$ cat src/rtl/mrgb_pkg.sv
// shared types, constants and helpers for the masked rgb to argb8888 converter
// no dependencies; imported by every module of the block
package mrgb_pkg;

	localparam int PIX_W       = 32;
	localparam int PROD_W      = PIX_W + 8;
	localparam int OUT_W       = 8;
	localparam int CH_N        = 3;
	localparam int SHIFT_W     = $clog2(PIX_W);
	localparam int CNT_W       = $clog2(PIX_W + 1);
	localparam int CFG_IDX_W   = 2;
	localparam int QUEUE_DEPTH = 2;
	localparam int QPTR_W      = $clog2(QUEUE_DEPTH);
	localparam int QCNT_W      = $clog2(QUEUE_DEPTH + 1);

	localparam int CH_RED   = 0;
	localparam int CH_GREEN = 1;
	localparam int CH_BLUE  = 2;

	localparam logic [OUT_W-1:0] ALPHA_OPAQUE = 8'hFF;

	localparam logic [PIX_W-1:0] RED_MASK_RST   = 32'h00FF_0000;
	localparam logic [PIX_W-1:0] GREEN_MASK_RST = 32'h0000_FF00;
	localparam logic [PIX_W-1:0] BLUE_MASK_RST  = 32'h0000_00FF;

	typedef enum logic [CFG_IDX_W-1:0] {
		CFG_RED_MASK   = 2'd0,
		CFG_GREEN_MASK = 2'd1,
		CFG_BLUE_MASK  = 2'd2
	} cfg_idx_t;

	// per-channel settings, derived once when the mask is written
	typedef struct packed {
		logic [PIX_W-1:0]   mask;
		logic [SHIFT_W-1:0] shift;
		logic [PIX_W-1:0]   divisor;
		logic               none;
	} chan_cfg_t;

	typedef chan_cfg_t [CH_N-1:0] cfg_set_t;

	// classified item between front and back
	typedef struct packed {
		logic [CH_N-1:0][PIX_W-1:0] field;
		logic                       row_end;
		logic                       frame_end;
	} item_t;

	function automatic chan_cfg_t make_cfg(input logic [PIX_W-1:0] mask);
		chan_cfg_t          c;
		logic [PIX_W-1:0]   low_bit;
		logic [CNT_W-1:0]   cnt;
		low_bit = mask & (~mask + 1'b1);
		c.mask  = mask;
		c.shift = '0;
		for (int i = 0; i < PIX_W; i++) begin
			c.shift = c.shift | (low_bit[i] ? SHIFT_W'(i) : SHIFT_W'(0));
		end
		cnt       = CNT_W'($countones(mask));
		c.divisor = ~({PIX_W{1'b1}} << cnt);
		c.none    = (mask == '0);
		return c;
	endfunction

endpackage

$ cat src/rtl/mrgb_queue.sv
// short fifo of classified items between front and back
// depends on mrgb_pkg
module mrgb_queue (
	input  logic                clk,
	input  logic                arst_n,
	input  logic                push,
	input  mrgb_pkg::item_t     push_item,
	input  logic                pop,
	output logic                full,
	output logic                not_empty,
	output mrgb_pkg::item_t     head_item
);
	import mrgb_pkg::*;

	item_t               slot_q [QUEUE_DEPTH];
	logic [QPTR_W-1:0]   wr_ptr_q;
	logic [QPTR_W-1:0]   rd_ptr_q;
	logic [QCNT_W-1:0]   count_q;
	logic                do_pop;

	assign full      = (count_q == QCNT_W'(QUEUE_DEPTH));
	assign not_empty = (count_q != '0);
	assign head_item = slot_q[rd_ptr_q];
	assign do_pop    = pop && not_empty;

	always_ff @(posedge clk or negedge arst_n) begin
		if (!arst_n) begin
			wr_ptr_q <= '0;
			rd_ptr_q <= '0;
			count_q  <= '0;
		end else begin
			if (push) begin
				wr_ptr_q <= (wr_ptr_q == QPTR_W'(QUEUE_DEPTH - 1)) ? '0 : wr_ptr_q + 1'b1;
			end
			if (do_pop) begin
				rd_ptr_q <= (rd_ptr_q == QPTR_W'(QUEUE_DEPTH - 1)) ? '0 : rd_ptr_q + 1'b1;
			end
			if (push && !do_pop) begin
				count_q <= count_q + 1'b1;
			end else if (do_pop && !push) begin
				count_q <= count_q - 1'b1;
			end
		end
	end

	always_ff @(posedge clk) begin
		if (push) begin
			slot_q[wr_ptr_q] <= push_item;
		end
	end

endmodule

$ cat config.mk
export PLATFORM = sky130hd
export DESIGN_NAME = mrgb_queue
export DESIGN_NICKNAME = d
export VERILOG_FILES = /design/src/rtl/mrgb_pkg.sv /design/src/rtl/mrgb_queue.sv
export SDC_FILE = /design/constraint.sdc
export NUM_CORES = 1
export LEC_CHECK = 0
export ABC_CLOCK_PERIOD_IN_PS = 5150
export BUFFER_PORTS_ARGS = -buffer_cell sky130_fd_sc_hd__buf_2
export CAP_MARGIN = 30
export CORE_MARGIN = 2
export CORE_UTILIZATION = 47
export DETAILED_ROUTE_END_ITERATION = 8
export PLACE_DENSITY = 0.84
export SLEW_MARGIN = 20
export SYNTH_ARGS = -nofsm -noshare
export SYNTH_HDL_FRONTEND = slang
export SYNTH_SLANG_ARGS = --single-unit
$ cat constraint.sdc
create_clock -name clk -period 5.15 [get_ports clk]
set_input_delay 0 -clock clk [delete_from_list [all_inputs] [get_ports clk]]
set_output_delay 0 -clock clk [all_outputs]
set_load 0.005 [all_outputs]
==> results.cfg <==
[outcome]
status = complete, no violations

[placement]
dp_hpwl_mm = 8.72
dp.cells = 703
io_buffers = 201
gp_congestion = 0.764

[detailed_routing]
drtAntennaViolNets = 0
wl_per_cell_um = 18.0
detail_route.vias_per_cell = 4.93
first_pass_iters = 4
wl_mm = 15.1
num_vias = 4128
drc = 0
drt_iter0_markers = 210

[timing]
grt_setup_unrepaired = false
final.setup.tns_ns = 0
hold_slack_ns = 0.291
slew_violations = 0
period_share_pct = 50.5
fin_skew_ns = 0.00764
fin_crit_ns = 2.60
fmax_mhz = 385
worst_pin_slew_ns = 0.752
maxSlewHeadroom_pct = 49.9
setup_viol = 0
final_hold_viol_count = 0

[logic_synthesis]
synth_seq_cells = 200
postSynthAreaPerCell_sq_um = 22.7
synth_warnings = 0
synth-seq-area-share_pct = 82.1
yosysTopAreaCell = edfxtp_1
synth_cell_types = 14
synth_area_leaders = edfxtp_1 81%, mux2_2 14%, mux2_4 2.1%
synth_fp_nets = 424
synth_top_cell_area_share_pct = 80.7
netlist_area_sq_um = 7290
synthCells = 321

[global_routing]
grt_pass1_wl_mm = 22.6
gr-total-overflow = 0
grt_use_total_pct = 18.3
grt_pass1_vias = 4541
antenna_found_initial = 0
grt_max_degree = 57

[pwr]
p_leak_nw = 3.87
ir_drop_mv = 0.500
p_per_area_nw_per_um2 = 485

[worst_setup_path]
start_kind = flop
crit_fanout = 51
path_class = reg2out
cp_data_required_time_ns = 5.15
critPathCaptureType = primary output
worstPathArrival_ns = 2.60

[clock_network]
cts_buffer_depth = 2
cts_max_level = 4
cts-root-buf = clkbuf_16
cts.clk_slew.worst_paths_ns = 0.08
worstSkewPairLatency_ns = 0.42
postCtsSetupBuffers = 0
cts_buffers = 17
clock-sinks = 200
cts_tree = done

[hold_path]
min_path_type = in2reg

[cells_and_area]
final_layout_size_suffix_gt1_share_pct = 51.8
final_cells = 837
nNetsFinal = 739
diodes = 0
nFillCells = 1002
syn2layout_area_growth_pct = 38.6

[die]
die_h_um = 129
die_w_um = 129
design.die.area_sq_um = 16500
ioPinCount = 202
core_sq_um = 15200
fp-row-count = 45
initial_utilization_pct = 48.0

[run]
max-cap-violations = 0
[synth_stat cells]
library cell and n:
nand2_1 1, xor2_1 3, buf_2 8, ha_1 1, mux2_2 88, mux2_4 10, or2_2 1, and2_1 1
xnor2_1 2, edfxtp_1 196, nor2_1 1, buf_6 3, nor2b_1 2, dfrtp_1 4
[registers in the layout (all words and copies together) (netlist names)]
| register | count |
|---|---|
| wr_ptr_q | 1 |
| count_q | 2 |
| rd_ptr_q | 1 |
| slot_q | 196 |
[critical path, cell delays in order, from the launching register on]
cell and delay [ns]:
dfrtp_4 0.85, buf_4 0.68, mux2_2 0.42, buf_2 0.13
[kinds of logic after synthesis]
kind of cell             Yosys count  synth area share, %
flip-flops                       200                 82.1
multiplexers                      98                 15.7
buffers and inverters             11                 1.01
AND/OR/NAND/NOR                    6                0.446
XOR/XNOR                           5                0.601
adder cells (fa/ha/maj)            1                0.172
[cells in the final DEF (no fill, tap or decap), drive strengths merged]
cell	n
buf	205
edfxtp	196
dlygate4sd3	102
mux2	98
clkbuf	18
clkinv	7
dfrtp	4
xor2	3
clkinvlp	3
xnor2	2
bufinv	2
nor2b	2
inv	2
or2	1
nand2	1
and2	1
nor2	1
ha	1
[what timing repair did]
action                    CTS  global route
gates resized for setup     0             0
hold endpoints to repair  203             0
hold buffers              102             0
[power breakdown]
part           switching (mW)  total [mW]  internal [mW]
Combinational           0.582        1.28          0.693
Sequential              0.158        2.32           2.16
Clock                   0.579        1.30          0.719
[final timing paths]
kind	startpoint	endpoint	slack [ns]	cells past startpoint
setup / recovery	rd_ptr_q$_DFFE_PN0P_	head_item[41]	2.55	3
hold / removal	push_item[33]	slot_q[1][33]$_DFFE_PP_	0.29	2
setup reg to reg	wr_ptr_q$_DFFE_PN0P_	slot_q[1][1]$_DFFE_PP_	3.02	2
hold reg to reg	count_q[1]$_DFFE_PN0P_	count_q[1]$_DFFE_PN0P_	0.52	1
max in group asynchronous	arst_n	rd_ptr_q$_DFFE_PN0P_	4.48	3
min in group asynchronous	arst_n	count_q[1]$_DFFE_PN0P_	0.47	3
[layout make-up]
class / instances / area, sq um / area share [%]
sequential: 200 / 5990 / 59.3
timing repair buffer: 307 / 2060 / 20.4
multi-input combinational: 110 / 1240 / 12.3
clock buffer: 18 / 429 / 4.25
tap: 188 / 235 / 2.33
clock inverter: 14 / 150 / 1.49
[layer usage]
| metal | wire length [um] | vias up | track usage [%] |
|---|---|---|---|
| met4 | 316 | 0 | 7.99 |
| li1 | - | 1901 | - |
| met5 | 0 | - | 0 |
| met2 | 7940 | 176 | 33.2 |
| met3 | 903 | 29 | 5.24 |
| met1 | 5950 | 2022 | 20.2 |
[per-stage QoR]
step	worst slack, ns	area, sq um	util [%]	power [mW]
4_1_cts	2.51	10100	66.4	4.92
3_3_place_gp	3.04	8500	55.9	3.51
6_report	2.55	10100	66.4	4.89
5_1_grt	2.42	10100	66.4	5.12
2_1_floorplan	1.76	7290	-	3.08
3_5_place_dp	2.98	8500	55.9	3.57
No activity file was read; power rests on OpenSTA's default activity.
