==> config.mk <==
export PLATFORM = sky130hd
export DESIGN_NAME = mrgb_front
export DESIGN_NICKNAME = d
export VERILOG_FILES = /design/src/rtl/mrgb_pkg.sv /design/src/rtl/mrgb_front.sv
export SDC_FILE = /design/constraint.sdc
export NUM_CORES = 1
export LEC_CHECK = 0
export ABC_AREA = 1
export ABC_CLOCK_PERIOD_IN_PS = 6000
export BUFFER_PORTS_ARGS = -buffer_cell sky130_fd_sc_hd__clkbuf_2
export CAP_MARGIN = 20
export CORE_ASPECT_RATIO = 1.25
export CORE_MARGIN = 3
export CORE_UTILIZATION = 32
export DETAILED_ROUTE_END_ITERATION = 7
export PLACE_DENSITY = 0.68
export SLEW_MARGIN = 20
export SYNTH_ARGS = -nofsm -noshare
export SYNTH_HDL_FRONTEND = slang
export SYNTH_SLANG_ARGS = --single-unit
==> constraint.sdc <==
create_clock -name clk -period 6 [get_ports clk]
set_input_delay 0.3 -clock clk [delete_from_list [all_inputs] [get_ports clk]]
set_output_delay 0.3 -clock clk [all_outputs]
set_load 0.03 [all_outputs]
==> src/rtl/mrgb_pkg.sv <==
// shared types, constants and helpers for the masked rgb to argb8888 converter
// no dependencies; imported by every module of the block
package mrgb_pkg;

	localparam int PIX_W       = 32;
	localparam int PROD_W      = PIX_W + 8;
	localparam int OUT_W       = 8;
	localparam int CH_N        = 3;
	localparam int SHIFT_W     = $clog2(PIX_W);
	localparam int CNT_W       = $clog2(PIX_W + 1);
	localparam int CFG_IDX_W   = 2;
	localparam int QUEUE_DEPTH = 2;
	localparam int QPTR_W      = $clog2(QUEUE_DEPTH);
	localparam int QCNT_W      = $clog2(QUEUE_DEPTH + 1);

	localparam int CH_RED   = 0;
	localparam int CH_GREEN = 1;
	localparam int CH_BLUE  = 2;

	localparam logic [OUT_W-1:0] ALPHA_OPAQUE = 8'hFF;

	localparam logic [PIX_W-1:0] RED_MASK_RST   = 32'h00FF_0000;
	localparam logic [PIX_W-1:0] GREEN_MASK_RST = 32'h0000_FF00;
	localparam logic [PIX_W-1:0] BLUE_MASK_RST  = 32'h0000_00FF;

	typedef enum logic [CFG_IDX_W-1:0] {
		CFG_RED_MASK   = 2'd0,
		CFG_GREEN_MASK = 2'd1,
		CFG_BLUE_MASK  = 2'd2
	} cfg_idx_t;

	// per-channel settings, derived once when the mask is written
	typedef struct packed {
		logic [PIX_W-1:0]   mask;
		logic [SHIFT_W-1:0] shift;
		logic [PIX_W-1:0]   divisor;
		logic               none;
	} chan_cfg_t;

	typedef chan_cfg_t [CH_N-1:0] cfg_set_t;

	// classified item between front and back
	typedef struct packed {
		logic [CH_N-1:0][PIX_W-1:0] field;
		logic                       row_end;
		logic                       frame_end;
	} item_t;

	function automatic chan_cfg_t make_cfg(input logic [PIX_W-1:0] mask);
		chan_cfg_t          c;
		logic [PIX_W-1:0]   low_bit;
		logic [CNT_W-1:0]   cnt;
		low_bit = mask & (~mask + 1'b1);
		c.mask  = mask;
		c.shift = '0;
		for (int i = 0; i < PIX_W; i++) begin
			c.shift = c.shift | (low_bit[i] ? SHIFT_W'(i) : SHIFT_W'(0));
		end
		cnt       = CNT_W'($countones(mask));
		c.divisor = ~({PIX_W{1'b1}} << cnt);
		c.none    = (mask == '0);
		return c;
	endfunction

endpackage

==> src/rtl/mrgb_front.sv <==
// front end: takes items, masks and aligns the three channel fields
// depends on mrgb_pkg
module mrgb_front (
	input  logic                     clk,
	input  logic                     arst_n,
	input  logic                     start,
	output logic                     busy,
	input  logic [31:0]              raw_pixel,
	input  logic                     row_end_in,
	input  logic                     frame_end_in,
	input  mrgb_pkg::cfg_set_t       cfg,
	input  logic                     q_full,
	output logic                     push,
	output mrgb_pkg::item_t          push_item
);
	import mrgb_pkg::*;

	logic  valid_s1;
	item_t item_s1;
	logic  accept;

	assign busy      = valid_s1 && q_full;
	assign accept    = start && !busy;
	assign push      = valid_s1 && !q_full;
	assign push_item = item_s1;

	always_ff @(posedge clk or negedge arst_n) begin
		if (!arst_n) begin
			valid_s1 <= 1'b0;
		end else if (accept) begin
			valid_s1 <= 1'b1;
		end else if (push) begin
			valid_s1 <= 1'b0;
		end
	end

	always_ff @(posedge clk) begin
		if (accept) begin
			for (int c = 0; c < CH_N; c++) begin
				item_s1.field[c] <= (raw_pixel & cfg[c].mask) >> cfg[c].shift;
			end
			item_s1.row_end   <= row_end_in;
			item_s1.frame_end <= frame_end_in;
		end
	end

endmodule

==> run metrics, run 1 <==
Via Count=a little over 10000; Sink Count=99; final wirelength=between 30 and 40 mm; Num CTS Buffers=9; CP startpoint=cfg[105]; count of standard-cell rows=65; Initial Utilization=approximately 33%; main combinational cell family by area after synthesis=simple AND/OR/NAND/NOR gates; placed insts=around 1700; simple-gate share of the synthesized area=~57%; Final WS setup=around 3500 ps; Die Y-Extent=roughly 190 um; capturing element type of the critical path=register; starting DRC count in detailed routing=971; pin count of the biggest net entering global routing=56; number of distinct library cell variants in the gate-level netlist after synthesis=22; final cycle utilization of the critical path=between 40% and 50%; area fraction of the dominant cell type after synthesis=just under 40%; insertion delay to the later sink of the worst-skew pair=370 ps; number of optimization iterations in the first detailed-route pass=6; most used flip-flop cell after synthesis=sky130_fd_sc_hd__edfxtp_1; launch point of the worst reg-to-reg path=valid_s1; most used standard cell by instance count after synthesis=sky130_fd_sc_hd__nand3_1; Die ar.=~28000 um^2; fraction of final layout cells with drive strength greater than 1=18.87%; synthesized cell area=8303 um^2; gate count of the mapped netlist=1256; PostCTS Resize Cnt=0; asr flop ratio synth=1.010%; total count of max-transition violations in the final report=0; Data arrival, critical path=between 2000 and 3000 ps; Yosys Warn Count=0; number of placed I/O pins=approximately 350; overall overflow remaining after global route=0; clock tree root buffer cell=sky130_fd_sc_hd__clkbuf_16; Power, Total=2.145 mW; clock transition at the registers of the reported paths=70 ps; worst-case vdd ir drop=0.1265 mV; routed len/inst=19.04 um; required time worst endpoint=between 6000 and 7000 ps; highest clock frequency the design can meet=404.9 MHz; kind of critical path=input pin to register; RD Place Congestion=approximately 0.92; unrepaired setup endpoints after global routing=false; worst hold slack after final layout=~120 ps; mean instance size in the synthesized netlist=~6.6 um^2; worst hold path type=input pin to register; Die Span X=around 150 um; Static Leak=4.729 nW; adder-cell area share of the yosys netlist=0%; count of buffers inserted at the top-level ports=around 250; reg-to-reg setup timing slack=between 3000 and 4000 ps; first-pass GRT wire length=roughly 50 mm; setup TNS after final layout=0 ps; Worst Path Max Fanout=35; final core utilization=about two fifths; areal power density over the cells=217.1 nW/um^2; most area-hungry cell type in the Yosys netlist=sky130_fd_sc_hd__nand3_1; sequential fraction of the synthesis area=35.74%; net count after synthesis=between 1500 and 2000; Synth Register Bits=99; Min Clock Period, post-route=approximately 2500 ps; Max-Slew Margin vs Limit=between 20% and 30%; number of nets at the end of the flow=1674; sum of net half-perimeters after detailed placement=25.83 mm; Layout area overhead=18.97%; post-CTS setup buffers=0; H-tree Lvls=3; synthesized-area fraction occupied by ao, oa, aoi and oai cells=less than 1%; number of flops mapped to enable cells by yosys=98; DRC violation count after routing=0; clock skew=11.87 ps; Hold Vio Cnt, Final=0; status=complete, no violations; portion of netlist area occupied by mux cells=0%; number of global-route vias before repair=between 9000 and 10000; Antenna Nets Post-Route=0; top cells by area, synth=sky130_fd_sc_hd__nand3_1 39%, sky130_fd_sc_hd__edfxtp_1 35%, sky130_fd_sc_hd__nand2_1 14%; initial antenna violation count=4; clock tree from TritonCTS=yes; final std cell area, no fill=9878 um^2; XOR/XNOR Fraction of Synth Area=0%; final instance count without filler cells=1768; GR Util All Layers=23.32%; number of failing setup endpoints in the final timing report=0; Hold Startpoint=row_end_in; Post-Place Setup Slack=3201 ps; CTS max path bufs=2; placed inst area=9539 um^2; Vias/cell=about 5.7; Critical Path Start Type=input pin; worst slew pin tran=between 1000 and 1500 ps; Max-Cap Viols=0; top post-synthesis cells by count=654 x sky130_fd_sc_hd__nand3_1, 314 x sky130_fd_sc_hd__nand2_1, 98 x sky130_fd_sc_hd__edfxtp_1, 41 x sky130_fd_sc_hd__nor2_1, 39 x sky130_fd_sc_hd__buf_2; core region area=roughly 25000 um^2; hold buffer count at CTS=1
-- cell usage in the layout, fill, tap and decap left out, types with 6 or more instances in the layout --
cell type / instances
sky130_fd_sc_hd__edfxtp_1: 98
sky130_fd_sc_hd__clkinv_1: 9
sky130_fd_sc_hd__nor3_1: 8
sky130_fd_sc_hd__nand4_1: 8
sky130_fd_sc_hd__nand3_1: 654
sky130_fd_sc_hd__inv_1: 13
sky130_fd_sc_hd__nor2_1: 40
sky130_fd_sc_hd__clkbuf_2: 248
sky130_fd_sc_hd__nand2_1: 314
sky130_fd_sc_hd__clkbuf_16: 9
sky130_fd_sc_hd__and3_1: 6
-- metal layers --
metal | track usage [%] | up-vias | part of all wire (%)
met1 | 29.34 | 4599 | 39
li1 | - | 4821 | -
met4 | 10.07 | 6 | 3.8
met3 | 4.968 | 86 | 9.2
met2 | 38.65 | 543 | 47
met5 | 0 | - | 0.11
-- critical path, cell delays in order --
cell and delay [ps]:
sky130_fd_sc_hd__clkbuf_2 470, sky130_fd_sc_hd__clkinv_1 1000, sky130_fd_sc_hd__nand3_1 430, sky130_fd_sc_hd__nand3_1 140, sky130_fd_sc_hd__nand3_1 140, sky130_fd_sc_hd__nand2_1 80
-- power by group --
part | total [mW] | switching (mW) | internal (mW)
sequential | 0.833 | 0.0128 | 0.821
combinational | 0.666 | 0.477 | 0.189
clock | 0.645 | 0.276 | 0.369
-- final timing paths --
path / endpoint / cells after the start
max reg2reg: push_item[24] / 5
max: push_item[36] / 6
max in group asynchronous: valid_s1 / 2
min: push_item[1] / 1
min in group asynchronous: valid_s1 / 2
min reg2reg: valid_s1 / 2
-- layout make-up --
type	count	area, um^2
antenna	2	5.005
clock buffer	9	225.2
tap	335	419.2
multi-input combinational	1041	4801
sequential	99	2968
inverter	24	95.09
timing repair buffer	251	1266
clock inverter	7	98.84
fill	2774	15500
-- state kept, by name, indices dropped and copies added, names as in the netlist --
register and cells:
push_item 98, valid_s1 1
-- cells by family after synthesis --
logic type | count (synthesis)
compound gates | 5
simple gates | 1036
flops | 99
buf+inv | 116
(Power assumes the default switching activity.)
==> run 2, diff against run 1 <==
ABC_CLOCK_PERIOD_IN_PS = 2400   (was 6000)
clock period = 2.4 ns   (was 6 ns; I/O delays follow)
==> run metrics, run 2 (synthesized netlist as in run 1, its figures left out) <==
flip-flop count of the largest register, all copies and words added=98; clock skew=11.93 ps; Die Y-Extent=about 190 um; Antenna Nets Post-Route=0; Data arrival, critical path=1520 ps; count of buffers inserted at the top-level ports=248; overall overflow remaining after global route=0; Hold Vio Cnt, Final=0; final wirelength=approximately 34 mm; number of placed I/O pins=around 350; number of failing setup endpoints in the final timing report=0; CP cell instances=nand2_2 > inv_4 > nor2_4 > buf_12; unrepaired setup endpoints after global routing=false; biggest cell delay along the critical path=about 410 ps; Layout area overhead=21.90%; placed insts=approximately 1800; number of optimization iterations in the first detailed-route pass=5; pin count of the biggest net entering global routing=between 90 and 100; clock tree root buffer cell=sky130_fd_sc_hd__clkbuf_16; required time worst endpoint=2400 ps; number of global-route vias before repair=9309; final cycle utilization of the critical path=a little over three fifths; worst slew pin tran=approximately 530 ps; DRC violation count after routing=0; Die ar.=approximately 28000 um^2; highest-count cells in the layout ignoring fill and taps=654 x sky130_fd_sc_hd__nand3_1, 313 x sky130_fd_sc_hd__nand2_1, 248 x sky130_fd_sc_hd__clkbuf_2; RD Place Congestion=between 0.9 and 1; Min Clock Period, post-route=1514 ps; highest clock frequency the design can meet=~660 MHz; first-pass GRT wire length=50.51 mm; areal power density over the cells=between 500 and 600 nW/um^2; Die Span X=roughly 150 um; Sink Count=99; FF-to-FF path depth=4; worst hold path type=input pin to register; kind of critical path=register to register; total count of max-transition violations in the final report=0; setup TNS after final layout=0 ps; clock tree from TritonCTS=yes; crit path max-delay cell type=sky130_fd_sc_hd__buf_12; worst hold slack after final layout=approximately 30 ps; final instance count without filler cells=between 1500 and 2000; sum of net half-perimeters after detailed placement=roughly 26 mm; commonest non-fill, non-tap cell in the layout=sky130_fd_sc_hd__nand3_1; Post-Place Setup Slack=about 720 ps; fraction of final layout cells with drive strength greater than 1=~21%; routed len/inst=around 19 um; Via Count=10040; Max-Cap Viols=0; count of standard-cell rows=65; Critical Path Start Type=register; clock transition at the registers of the reported paths=70 ps; Max-Slew Margin vs Limit=about 65%; capturing element type of the critical path=register; starting DRC count in detailed routing=about 1000; Initial Utilization=about a third; Worst Path Max Fanout=between 90 and 100; insertion delay to the later sink of the worst-skew pair=~370 ps; Num CTS Buffers=9; number of nets at the end of the flow=~1700; core region area=about 25000 um^2; Vias/cell=about 5.6; CTS max path bufs=2; status=complete, no violations; Static Leak=around 5 nW; H-tree Lvls=3; GR Util All Layers=around a quarter; Worst Hold Depth=3; post-CTS setup buffers=0; initial antenna violation count=6; Final WS setup=886.2 ps; worst-case vdd ir drop=~0.29 mV
[run 2: final timing paths]
path | start | end | slack (ps)
worst max-delay path | valid_s1 | push_item[8] | 890
worst min-delay path | q_full | valid_s1 | 30
worst max register to register | valid_s1 | push_item[8] | 890
worst min register to register | valid_s1 | valid_s1 | 530
max in group asynchronous | arst_n | valid_s1 | 2250
min in group asynchronous | arst_n | valid_s1 | 60
[run 2: area by class of cell]
type                            instances  area, um^2
Clock buffer                           10       229.0
Multi-Input combinational cell       1041        4803
Antenna cell                            6       15.01
Tap cell                              335       419.2
Clock inverter                          6       72.57
Fill cell                            2747       15250
Timing Repair Buffer                  282        1516
Sequential cell                        99        2968
Inverter                               24       97.59
[run 2: through the flow]
| step | total power [mW] | instance area [um^2] | util [%] |
|---|---|---|---|
| finish | 5.298 | 10120 | 39.89 |
| global route | 5.607 | 10120 | 39.87 |
| CTS | 5.347 | 10110 | 39.83 |
| detailed placement | 3.815 | 9774 | 38.52 |
| global placement | 3.807 | 9774 | 38.52 |
| floorplan | 3.246 | 8315 | - |
[run 2: what timing repair did]
action                                 in CTS  in global routing
resized for setup                           0                  0
hold buffers                                3                  0
endpoints found under the hold margin       3                  0
[run 2: per-layer routing]
metal,track usage (%),wire (um),up-vias
met3,5.943,3200,69
met5,0,13,-
li1,-,-,4873
met2,39.12,16200,517
met4,9.923,1169,2
met1,29.11,12940,4579
[run 2: critical path, delay by kind of cell, from the launching register on]
kind	cells	cell delay, ps
buf+inv	2	460
flops	1	390
simple gates	2	220
[run 2: report_power, final]
group          switching (mW)  internal, mW  total, mW
Sequential             0.0317          2.05       2.08
Combinational            1.20         0.511       1.71
Clock                   0.685         0.821       1.51
Total                    1.91          3.38       5.30
